File: src/rtl/rmps_pkg.sv
package rmps_pkg;

  localparam int MaxHalf = 64;
  localparam int Depth   = MaxHalf + 1;
  localparam int ColW    = $clog2(Depth);
  localparam int RowW    = ColW + 1;
  localparam int CellW   = 10;
  localparam int SumW    = 18;
  localparam int HalfW   = 7;
  localparam int DataW   = 32;
  localparam int AddrW   = 3;

  // largest sum a full rhombus of maximal cells can reach
  localparam int PathMaxTop = (2 * MaxHalf + 1) * ((1 << CellW) - 1);

  // register index, taken from paddr[2]
  localparam logic [0:0] RegHalfSize = 1'b0;

  typedef struct packed {
    logic            grow;
    logic            top;
    logic            has_left;
    logic            has_right;
    logic            last;
    logic [ColW-1:0] col;
  } cell_pos_t;

  function automatic logic [ColW-1:0] clamp_half(input logic [HalfW-1:0] half);
    if (int'(half) > MaxHalf) begin
      return ColW'(MaxHalf);
    end
    return ColW'(half);
  endfunction

endpackage

File: src/rtl/rmps_cell_if.sv
interface rmps_cell_if;
  logic                        valid;
  logic                        ready;
  logic [rmps_pkg::CellW-1:0]  cell_value;

  modport source (output valid, output cell_value, input ready);
  modport sink (input valid, input cell_value, output ready);
endinterface

File: src/rtl/rmps_sum_if.sv
interface rmps_sum_if;
  logic                       valid;
  logic                       ready;
  logic [rmps_pkg::SumW-1:0]  path_max;

  modport source (output valid, output path_max, input ready);
  modport sink (input valid, input path_max, output ready);
endinterface

File: src/rtl/rmps_ram.sv
module rmps_ram #(
  parameter int Width = 18,
  parameter int Depth = 65,
  localparam int AddrW = $clog2(Depth)
) (
  input  logic             clk_i,
  input  logic             we_i,
  input  logic [AddrW-1:0] waddr_i,
  input  logic [Width-1:0] wdata_i,
  input  logic             re_i,
  input  logic [AddrW-1:0] raddr0_i,
  input  logic [AddrW-1:0] raddr1_i,
  output logic [Width-1:0] rdata0_o,
  output logic [Width-1:0] rdata1_o
);

  logic [Width-1:0] mem_q [Depth];
  logic [Width-1:0] rdata0_q;
  logic [Width-1:0] rdata1_q;

  // a read in the cycle of a write to the same entry returns the old data
  always_ff @(posedge clk_i) begin
    if (we_i) begin
      mem_q[waddr_i] <= wdata_i;
    end
    if (re_i) begin
      rdata0_q <= mem_q[raddr0_i];
      rdata1_q <= mem_q[raddr1_i];
    end
  end

  assign rdata0_o = rdata0_q;
  assign rdata1_o = rdata1_q;

endmodule

File: src/rtl/rmps_seq.sv
module rmps_seq (
  input  logic                      clk_i,
  input  logic                      rst_ni,
  input  logic                      restart_i,
  input  logic                      advance_i,
  input  logic [rmps_pkg::ColW-1:0] half_i,
  output rmps_pkg::cell_pos_t       pos_o,
  output logic [rmps_pkg::ColW-1:0] raddr0_o,
  output logic [rmps_pkg::ColW-1:0] raddr1_o
);

  logic [rmps_pkg::RowW-1:0] row_q, row_d;
  logic [rmps_pkg::ColW-1:0] col_q, col_d;
  logic [rmps_pkg::RowW-1:0] half_ext;
  logic [rmps_pkg::RowW-1:0] row_width;
  logic [rmps_pkg::RowW-1:0] col_next;
  logic                      grow;
  logic                      row_end;
  logic                      rh_end;

  always_comb begin
    half_ext  = rmps_pkg::RowW'(half_i);
    grow      = row_q <= half_ext;
    col_next  = rmps_pkg::RowW'(col_q) + rmps_pkg::RowW'(1);
    // shrinking rows hold 2h+1-r cells
    row_width = grow ? (row_q + rmps_pkg::RowW'(1)) : ({half_i, 1'b1} - row_q);
    row_end   = col_next >= row_width;
    rh_end    = row_end && (row_q >= {half_i, 1'b0});

    pos_o.grow      = grow;
    pos_o.top       = row_q == '0;
    pos_o.has_left  = col_q != '0;
    pos_o.has_right = col_next <= row_q;
    pos_o.last      = rh_end;
    pos_o.col       = col_q;

    raddr0_o = col_q;
    raddr1_o = grow ? col_q : (col_q + rmps_pkg::ColW'(1));

    row_d = row_q;
    col_d = col_q;
    if (restart_i) begin
      row_d = '0;
      col_d = '0;
    end else if (advance_i) begin
      if (row_end) begin
        col_d = '0;
        row_d = rh_end ? '0 : (row_q + rmps_pkg::RowW'(1));
      end else begin
        col_d = col_next[rmps_pkg::ColW-1:0];
      end
    end
  end

  always_ff @(posedge clk_i or negedge rst_ni) begin
    if (!rst_ni) begin
      row_q <= '0;
      col_q <= '0;
    end else begin
      row_q <= row_d;
      col_q <= col_d;
    end
  end

endmodule

File: src/rtl/rmps_calc.sv
module rmps_calc (
  input  logic                       clk_i,
  input  logic                       rst_ni,
  input  logic                       restart_i,
  input  logic                       in_beat_i,
  output logic                       in_ready_o,
  input  rmps_pkg::cell_pos_t        pos_i,
  input  logic [rmps_pkg::CellW-1:0] value_i,
  input  logic [rmps_pkg::SumW-1:0]  rd0_i,
  input  logic [rmps_pkg::SumW-1:0]  rd1_i,
  output logic                       we_o,
  output logic [rmps_pkg::ColW-1:0]  waddr_o,
  output logic [rmps_pkg::SumW-1:0]  wdata_o,
  output logic                       out_valid_o,
  input  logic                       out_ready_i,
  output logic [rmps_pkg::SumW-1:0]  path_max_o
);

  logic                       stg_valid_q, stg_valid_d;
  rmps_pkg::cell_pos_t        stg_pos_q;
  logic [rmps_pkg::CellW-1:0] stg_value_q;
  logic [rmps_pkg::SumW-1:0]  held_q, held_d;
  logic                       lw_valid_q, lw_valid_d;
  logic [rmps_pkg::ColW-1:0]  lw_addr_q;
  logic [rmps_pkg::SumW-1:0]  lw_data_q;
  logic                       out_valid_q, out_valid_d;
  logic [rmps_pkg::SumW-1:0]  out_data_q;

  logic                       out_free;
  logic                       stg_fire;
  logic [rmps_pkg::ColW-1:0]  col1;
  logic [rmps_pkg::SumW-1:0]  old_sum;
  logic [rmps_pkg::SumW-1:0]  nxt_sum;
  logic [rmps_pkg::SumW-1:0]  best;
  logic [rmps_pkg::SumW-1:0]  sum;

  assign out_free   = !out_valid_q || out_ready_i;
  assign stg_fire   = stg_valid_q && (!stg_pos_q.last || out_free);
  assign in_ready_o = !stg_valid_q || stg_fire;

  always_comb begin
    col1 = stg_pos_q.col + rmps_pkg::ColW'(1);
    // the read was taken at the edge of the previous write, so forward it
    old_sum = (lw_valid_q && (lw_addr_q == stg_pos_q.col)) ? lw_data_q : rd0_i;
    nxt_sum = (lw_valid_q && (lw_addr_q == col1)) ? lw_data_q : rd1_i;

    if (stg_pos_q.grow) begin
      if (stg_pos_q.top) begin
        best = '0;
      end else if (stg_pos_q.has_left && stg_pos_q.has_right) begin
        best = (held_q < old_sum) ? old_sum : held_q;
      end else if (stg_pos_q.has_left) begin
        best = held_q;
      end else begin
        best = old_sum;
      end
    end else begin
      best = (old_sum < nxt_sum) ? nxt_sum : old_sum;
    end
    sum = best + rmps_pkg::SumW'(stg_value_q);
  end

  always_comb begin
    stg_valid_d = stg_valid_q;
    if (in_beat_i) begin
      stg_valid_d = 1'b1;
    end else if (stg_fire) begin
      stg_valid_d = 1'b0;
    end

    held_d = held_q;
    if (restart_i) begin
      held_d = '0;
    end else if (stg_fire) begin
      if (stg_pos_q.last) begin
        held_d = '0;
      end else if (stg_pos_q.grow && !stg_pos_q.top) begin
        held_d = old_sum;
      end
    end

    lw_valid_d = lw_valid_q || stg_fire;

    out_valid_d = out_valid_q;
    if (stg_fire && stg_pos_q.last) begin
      out_valid_d = 1'b1;
    end else if (out_ready_i) begin
      out_valid_d = 1'b0;
    end
  end

  always_ff @(posedge clk_i or negedge rst_ni) begin
    if (!rst_ni) begin
      stg_valid_q <= 1'b0;
      held_q      <= '0;
      lw_valid_q  <= 1'b0;
      out_valid_q <= 1'b0;
    end else begin
      stg_valid_q <= stg_valid_d;
      held_q      <= held_d;
      lw_valid_q  <= lw_valid_d;
      out_valid_q <= out_valid_d;
    end
  end

  always_ff @(posedge clk_i) begin
    if (in_beat_i) begin
      stg_pos_q   <= pos_i;
      stg_value_q <= value_i;
    end
    if (stg_fire) begin
      lw_addr_q <= stg_pos_q.col;
      lw_data_q <= sum;
    end
    if (stg_fire && stg_pos_q.last) begin
      out_data_q <= sum;
    end
  end

  assign we_o        = stg_fire;
  assign waddr_o     = stg_pos_q.col;
  assign wdata_o     = sum;
  assign out_valid_o = out_valid_q;
  assign path_max_o  = out_data_q;

endmodule

File: src/rtl/rhombus_max_path_sum_unit.sv
// Maximum top-to-bottom path sum through a number rhombus whose cells arrive
// one per beat in row order: rows grow from 1 to half_size+1 cells, then
// shrink back to 1 (half_size above 64 acts as 64, zero gives a one-cell
// rhombus). One cell is taken every clock cycle with no gaps, unless a final
// cell waits on a stalled path_max; a cell waits in the input register while
// its sum is formed, path_max is registered from the final sum, and the next
// rhombus may follow right behind it. The rate is set by the row buffer, a
// 65 x 18 RAM with one write and two registered reads per cycle; the sum of
// the previous cell is forwarded around it. Writing half_size (byte address
// 0) restarts the rhombus; write it only while no cell is in flight.
module rhombus_max_path_sum_unit (
  input  logic                        clk_i,
  input  logic                        rst_ni,
  rmps_cell_if.sink                   cell_i,
  rmps_sum_if.source                  sum_o,
  input  logic                        psel,
  input  logic                        penable,
  input  logic                        pwrite,
  input  logic [rmps_pkg::AddrW-1:0]  paddr,
  input  logic [rmps_pkg::DataW-1:0]  pwdata,
  output logic [rmps_pkg::DataW-1:0]  prdata,
  output logic                        pready
);

  logic [rmps_pkg::HalfW-1:0] half_q, half_d;
  logic                       cfg_wr;
  logic                       restart;
  logic                       in_beat;
  logic                       in_ready;
  logic [rmps_pkg::ColW-1:0]  half_clamped;
  rmps_pkg::cell_pos_t        pos;
  logic [rmps_pkg::ColW-1:0]  raddr0;
  logic [rmps_pkg::ColW-1:0]  raddr1;
  logic [rmps_pkg::SumW-1:0]  rd0;
  logic [rmps_pkg::SumW-1:0]  rd1;
  logic                       we;
  logic [rmps_pkg::ColW-1:0]  waddr;
  logic [rmps_pkg::SumW-1:0]  wdata;

  assign pready  = 1'b1;
  assign cfg_wr  = psel && penable && pwrite && pready;
  assign restart = cfg_wr && (paddr[2:2] == rmps_pkg::RegHalfSize);
  assign prdata  = (paddr[2:2] == rmps_pkg::RegHalfSize) ?
                   rmps_pkg::DataW'(half_q) : '0;

  always_comb begin
    half_d = half_q;
    if (restart) begin
      half_d = pwdata[rmps_pkg::HalfW-1:0];
    end
  end

  always_ff @(posedge clk_i or negedge rst_ni) begin
    if (!rst_ni) begin
      half_q <= rmps_pkg::HalfW'(1);
    end else begin
      half_q <= half_d;
    end
  end

  assign half_clamped = rmps_pkg::clamp_half(half_q);
  assign cell_i.ready = in_ready;
  assign in_beat      = cell_i.valid && in_ready;

  rmps_seq u_seq (
    .clk_i     (clk_i),
    .rst_ni    (rst_ni),
    .restart_i (restart),
    .advance_i (in_beat),
    .half_i    (half_clamped),
    .pos_o     (pos),
    .raddr0_o  (raddr0),
    .raddr1_o  (raddr1)
  );

  rmps_ram #(
    .Width (rmps_pkg::SumW),
    .Depth (rmps_pkg::Depth)
  ) u_row_ram (
    .clk_i    (clk_i),
    .we_i     (we),
    .waddr_i  (waddr),
    .wdata_i  (wdata),
    .re_i     (in_beat),
    .raddr0_i (raddr0),
    .raddr1_i (raddr1),
    .rdata0_o (rd0),
    .rdata1_o (rd1)
  );

  rmps_calc u_calc (
    .clk_i       (clk_i),
    .rst_ni      (rst_ni),
    .restart_i   (restart),
    .in_beat_i   (in_beat),
    .in_ready_o  (in_ready),
    .pos_i       (pos),
    .value_i     (cell_i.cell_value),
    .rd0_i       (rd0),
    .rd1_i       (rd1),
    .we_o        (we),
    .waddr_o     (waddr),
    .wdata_o     (wdata),
    .out_valid_o (sum_o.valid),
    .out_ready_i (sum_o.ready),
    .path_max_o  (sum_o.path_max)
  );

endmodule

File: src/flat_wrapper.sv
// flat-port wrapper written by rule: the top's interface ports become plain ports
module rhombus_max_path_sum_unit_flat 
  (clk_i, rst_ni, psel, penable, pwrite, paddr, pwdata, prdata, pready, cell_i_valid, cell_i_cell_value, cell_i_ready, sum_o_valid, sum_o_path_max, sum_o_ready);
  rmps_cell_if cell_i_i ();
  rmps_sum_if sum_o_i ();
  input  logic clk_i;
  input  logic rst_ni;
  input  logic psel;
  input  logic penable;
  input  logic pwrite;
  input  logic [rmps_pkg::AddrW-1:0] paddr;
  input  logic [rmps_pkg::DataW-1:0] pwdata;
  output logic [rmps_pkg::DataW-1:0] prdata;
  output logic pready;
  input wire logic [$bits(cell_i_i.valid)-1:0] cell_i_valid;
  input wire logic [$bits(cell_i_i.cell_value)-1:0] cell_i_cell_value;
  output wire logic [$bits(cell_i_i.ready)-1:0] cell_i_ready;
  output wire logic [$bits(sum_o_i.valid)-1:0] sum_o_valid;
  output wire logic [$bits(sum_o_i.path_max)-1:0] sum_o_path_max;
  input wire logic [$bits(sum_o_i.ready)-1:0] sum_o_ready;
  assign cell_i_i.valid = cell_i_valid;
  assign cell_i_i.cell_value = cell_i_cell_value;
  assign cell_i_ready = cell_i_i.ready;
  assign sum_o_valid = sum_o_i.valid;
  assign sum_o_path_max = sum_o_i.path_max;
  assign sum_o_i.ready = sum_o_ready;
  rhombus_max_path_sum_unit u_core (.clk_i(clk_i), .rst_ni(rst_ni), .cell_i(cell_i_i), .sum_o(sum_o_i), .psel(psel), .penable(penable), .pwrite(pwrite), .paddr(paddr), .pwdata(pwdata), .prdata(prdata), .pready(pready));
endmodule
File: config.mk
export PLATFORM = sky130hd
export DESIGN_NAME = rhombus_max_path_sum_unit_flat
export DESIGN_NICKNAME = d
export VERILOG_FILES = /design/src/rtl/rmps_pkg.sv /design/src/rtl/rmps_cell_if.sv /design/src/rtl/rmps_sum_if.sv /design/src/rtl/rmps_ram.sv /design/src/rtl/rmps_seq.sv /design/src/rtl/rmps_calc.sv /design/src/rtl/rhombus_max_path_sum_unit.sv /design/src/flat_wrapper.sv
export SDC_FILE = /design/constraint.sdc
export NUM_CORES = 2
export LEC_CHECK = 0
export ABC_AREA = 1
export BUFFER_PORTS_ARGS = -buffer_cell sky130_fd_sc_hd__buf_4
export CORE_MARGIN = 3
export CORE_UTILIZATION = 25
export DETAILED_ROUTE_END_ITERATION = 8
export HOLD_SLACK_MARGIN = 0.15
export PLACE_DENSITY = 0.47
export SYNTH_ARGS = -nofsm -noshare
export SYNTH_HDL_FRONTEND = slang
export SYNTH_SLANG_ARGS = --single-unit
File: constraint.sdc
create_clock -name clk_i -period 23 [get_ports clk_i]
set_clock_uncertainty 0.05 [all_clocks]
set_input_delay 2.3 -clock clk_i [delete_from_list [all_inputs] [get_ports clk_i]]
set_output_delay 2.3 -clock clk_i [all_outputs]
set_load 0.005 [all_outputs]
==> impl_results.md <==
* Final WL at 262000 µm
* Final min period at 9.04 ns
* Layout cells sized above 1 at 8.01%
* Num Clock Sinks at 1314
* Final max-slew violation count at 0
* Iter 0 DRT Violations at 6188
* Tot GR Track Use at 18.2%
* Crit path launch type: flop
* Setup slack after layout at 13.96 ns
* Number of global-route vias before repair at 52.8k
* Yosys top cell area share at 56.2%
* Post-synthesis async set-or-reset flop share at 3.27%
* Nets at 7188
* Most frequent cell after synthesis: nand2_1
* CTS resizes at 0
* Slew margin rel. at 20.2%
* Post-DP HPWL at 147000 µm
* CP max stage cell: nand2_4
* Kind of end point of the critical path: flop
* Final hold vios at 0
* DR WL/cell at 24.4 µm
* Post-CTS setup buffers at 0
* Setup_tns at 0 ns
* Top post-synthesis cells by area: edfxtp_1 (56%), nand2_1 (7.5%), o21ai_0 (5.8%)
* Delay of the slowest critical-path stage at 0.69 ns
* I/O pin cnt at 105
* DRC viols at 0
* Delay-heaviest family, CP: compound AO/OA/AOI/OAI gates
* Critical path peak fanout at 67
* Die Ht at 527 µm
* Synth Cell Area at 67900 µm²
* Global-route wire length before repair at 374000 µm
* Seq/Total Area, Yosys at 57.8%
* Pin count of the biggest net entering global routing at 161
* #FFs+latches synth at 1314
* Die Footprint at 278000 µm²
* HP Class: reg -> reg
* Post-DP Area at 72300 µm²
* Grt ovf at 0
* Max-cap check violation count at 0
* Crit share post-route at 39.3%
* Largest area contributor in the netlist: edfxtp_1
* Post-route ant nets at 0
* Initial core utilization at 25.2%
* Clock buffer depth at 3
* Unrepaired setup endpoints after global routing: no
* GPL Wtd Cong at 0.871
* Pre-CTS setup slack at 13.96 ns
* CP arrival at 9.44 ns
* Endpoints failing setup at 0
* Most instantiated cells after synthesis: nand2_1 (1356), edfxtp_1 (1271), o21ai_0 (781)
* CTS tree: yes
* Root Driver: clkbuf_16
* Fill count at 27.9k
* Yosys warnings at 0
* Critical path's most frequent cell: o21ai_0
* Critical path buffer and inverter count at 2
* Core Area at 269000 µm²
* Yosys cell types at 58
* Num CTS Buffers at 153
* Status: complete, no violations
* Synth Area per Inst at 9.44 µm²
* Worst-path clk slew at 0.06 ns
* H-tree depth at 4
* Number of synthesized flops with an enable pin at 1271
* Gate Count Post-Synth at 7192
* Die width at 527 µm
* Achievable frequency at 0.111 GHz
* Antenna violations before repair at 7
* Worst skew pair latency at 0.81 ns
* Area growth syn-to-layout at 13.4%
* Port bufs at 51
* DRT Pass-1 Iters at 6
* # rows at 190
* Ys flop type: edfxtp_1
* Cts hold-fix bufs at 0
* Via/cell ratio at 5.20
* WP data required at 23.40 ns
* Fin area at 77000 µm²
* Measured slew at the worst slew-check pin at 1.19 ns
* CP Class: reg -> reg
* Vias at 55.8k
## cell families after synthesis
logic type	count (synthesis)	share of synthesized area, %
mux	11	0.162
compound gates	1877	16.4
buf+inv	1291	7.66
other cells	2	0.0111
fa+ha+maj	87	1.63
xor+xnor	23	0.297
flops	1314	57.8
simple gates	2587	16.1
## through the flow
step / std cells / utilization [%] / hold WS (ns)
floorplan: 7216 / - / 0.370
global placement: 10400 / 26.9 / 0.454
detailed placement: 10400 / 26.9 / 0.459
CTS: 10700 / 28.6 / 0.471
global route: 10700 / 28.6 / 0.494
finish: 10700 / 28.6 / 0.470
## area by class of cell
type,instances,area (µm²),area share [%]
Tap cell,3552,4440,5.77
Multi-Input combinational cell,4611,24000,31.2
Inverter,749,2850,3.70
Antenna cell,6,15.0,0.0195
Timing Repair Buffer,220,1710,2.23
Clock buffer,192,4080,5.30
Clock inverter,76,579,0.753
Sequential cell,1314,39300,51.0
## placed cells by master (no fill, tap or decap), types with 6 or more instances in the layout
cell       count
nand2_1     1351
edfxtp_1    1271
o21ai_0      780
nand3_1      764
inv_1        723
o211ai_1     433
a21oi_1      375
nor2_1       329
buf_4        215
clkbuf_16    158
o22ai_1      131
ha_1          84
nor2_2        61
clkinv_1      44
dfrtp_1       38
clkbuf_1      34
a221oi_1      29
o311ai_0      28
conb_1        26
nand4_1       22
o221ai_1      22
nand2_2       19
a31oi_1       17
clkinv_2      17
nor2_4        15
inv_2         13
o21ai_1       11
mux2i_1       11
xor2_1        11
inv_6         10
nand2_4        9
o32ai_1        9
xor2_4         9
bufinv_16      7
diode_2        6
a211oi_1       6
## sequential cells by signal (all words and copies together), names as in the netlist, 8 cells and up
| register | flops |
|---|---|
| u_core.u_row_ram.mem_q | 1170 |
| u_core.u_calc.held_q | 18 |
| u_core.u_calc.lw_data_q | 18 |
| u_core.u_calc.path_max_o | 18 |
| u_core.u_row_ram.rdata0_o | 18 |
| u_core.u_row_ram.rdata1_o | 18 |
| u_core.u_calc.stg_value_q | 10 |
| u_core.u_seq.row_q | 8 |
## routing by layer
layer	track usage, %	vias up	share of wire, %
met5	0	-	0
met4	7.56	0	4.1
met3	3.19	474	8.7
met2	28.1	2753	44
met1	25.0	27400	43
li1	-	25100	-
## path summary, 6_finish.rpt
kind | to | slack (ns) | depth (start not counted) | start
hold / removal | u_core.u_calc.lw_valid_q | 0.47 | 1 | u_core.u_calc.lw_valid_q
max in group asynchronous | u_core.u_seq.raddr0_o[2] | 20.98 | 1 | rst_ni
setup reg to reg | u_core.u_calc.path_max_o[14] | 13.96 | 30 | u_core.u_calc.waddr_o[2]
hold reg to reg | u_core.u_calc.lw_valid_q | 0.47 | 1 | u_core.u_calc.lw_valid_q
setup / recovery | u_core.u_calc.path_max_o[14] | 13.96 | 30 | u_core.u_calc.waddr_o[2]
min in group asynchronous | u_core.half_q[1] | 1.46 | 1 | rst_ni
## worst register-to-register path, delay by kind of cell, from the launching register on
kind	cells	cell delay, ns
adders and majority gates	2	0.81
AOI/OAI and AO/OA	12	3.86
and+or+nand+nor	14	2.95
buffers and inverters	2	0.36
DFF	1	0.55
Power is left out: the tool's default activity adds up to more than one toggle a clock period on the data nets, which glitch-free logic cannot reach.
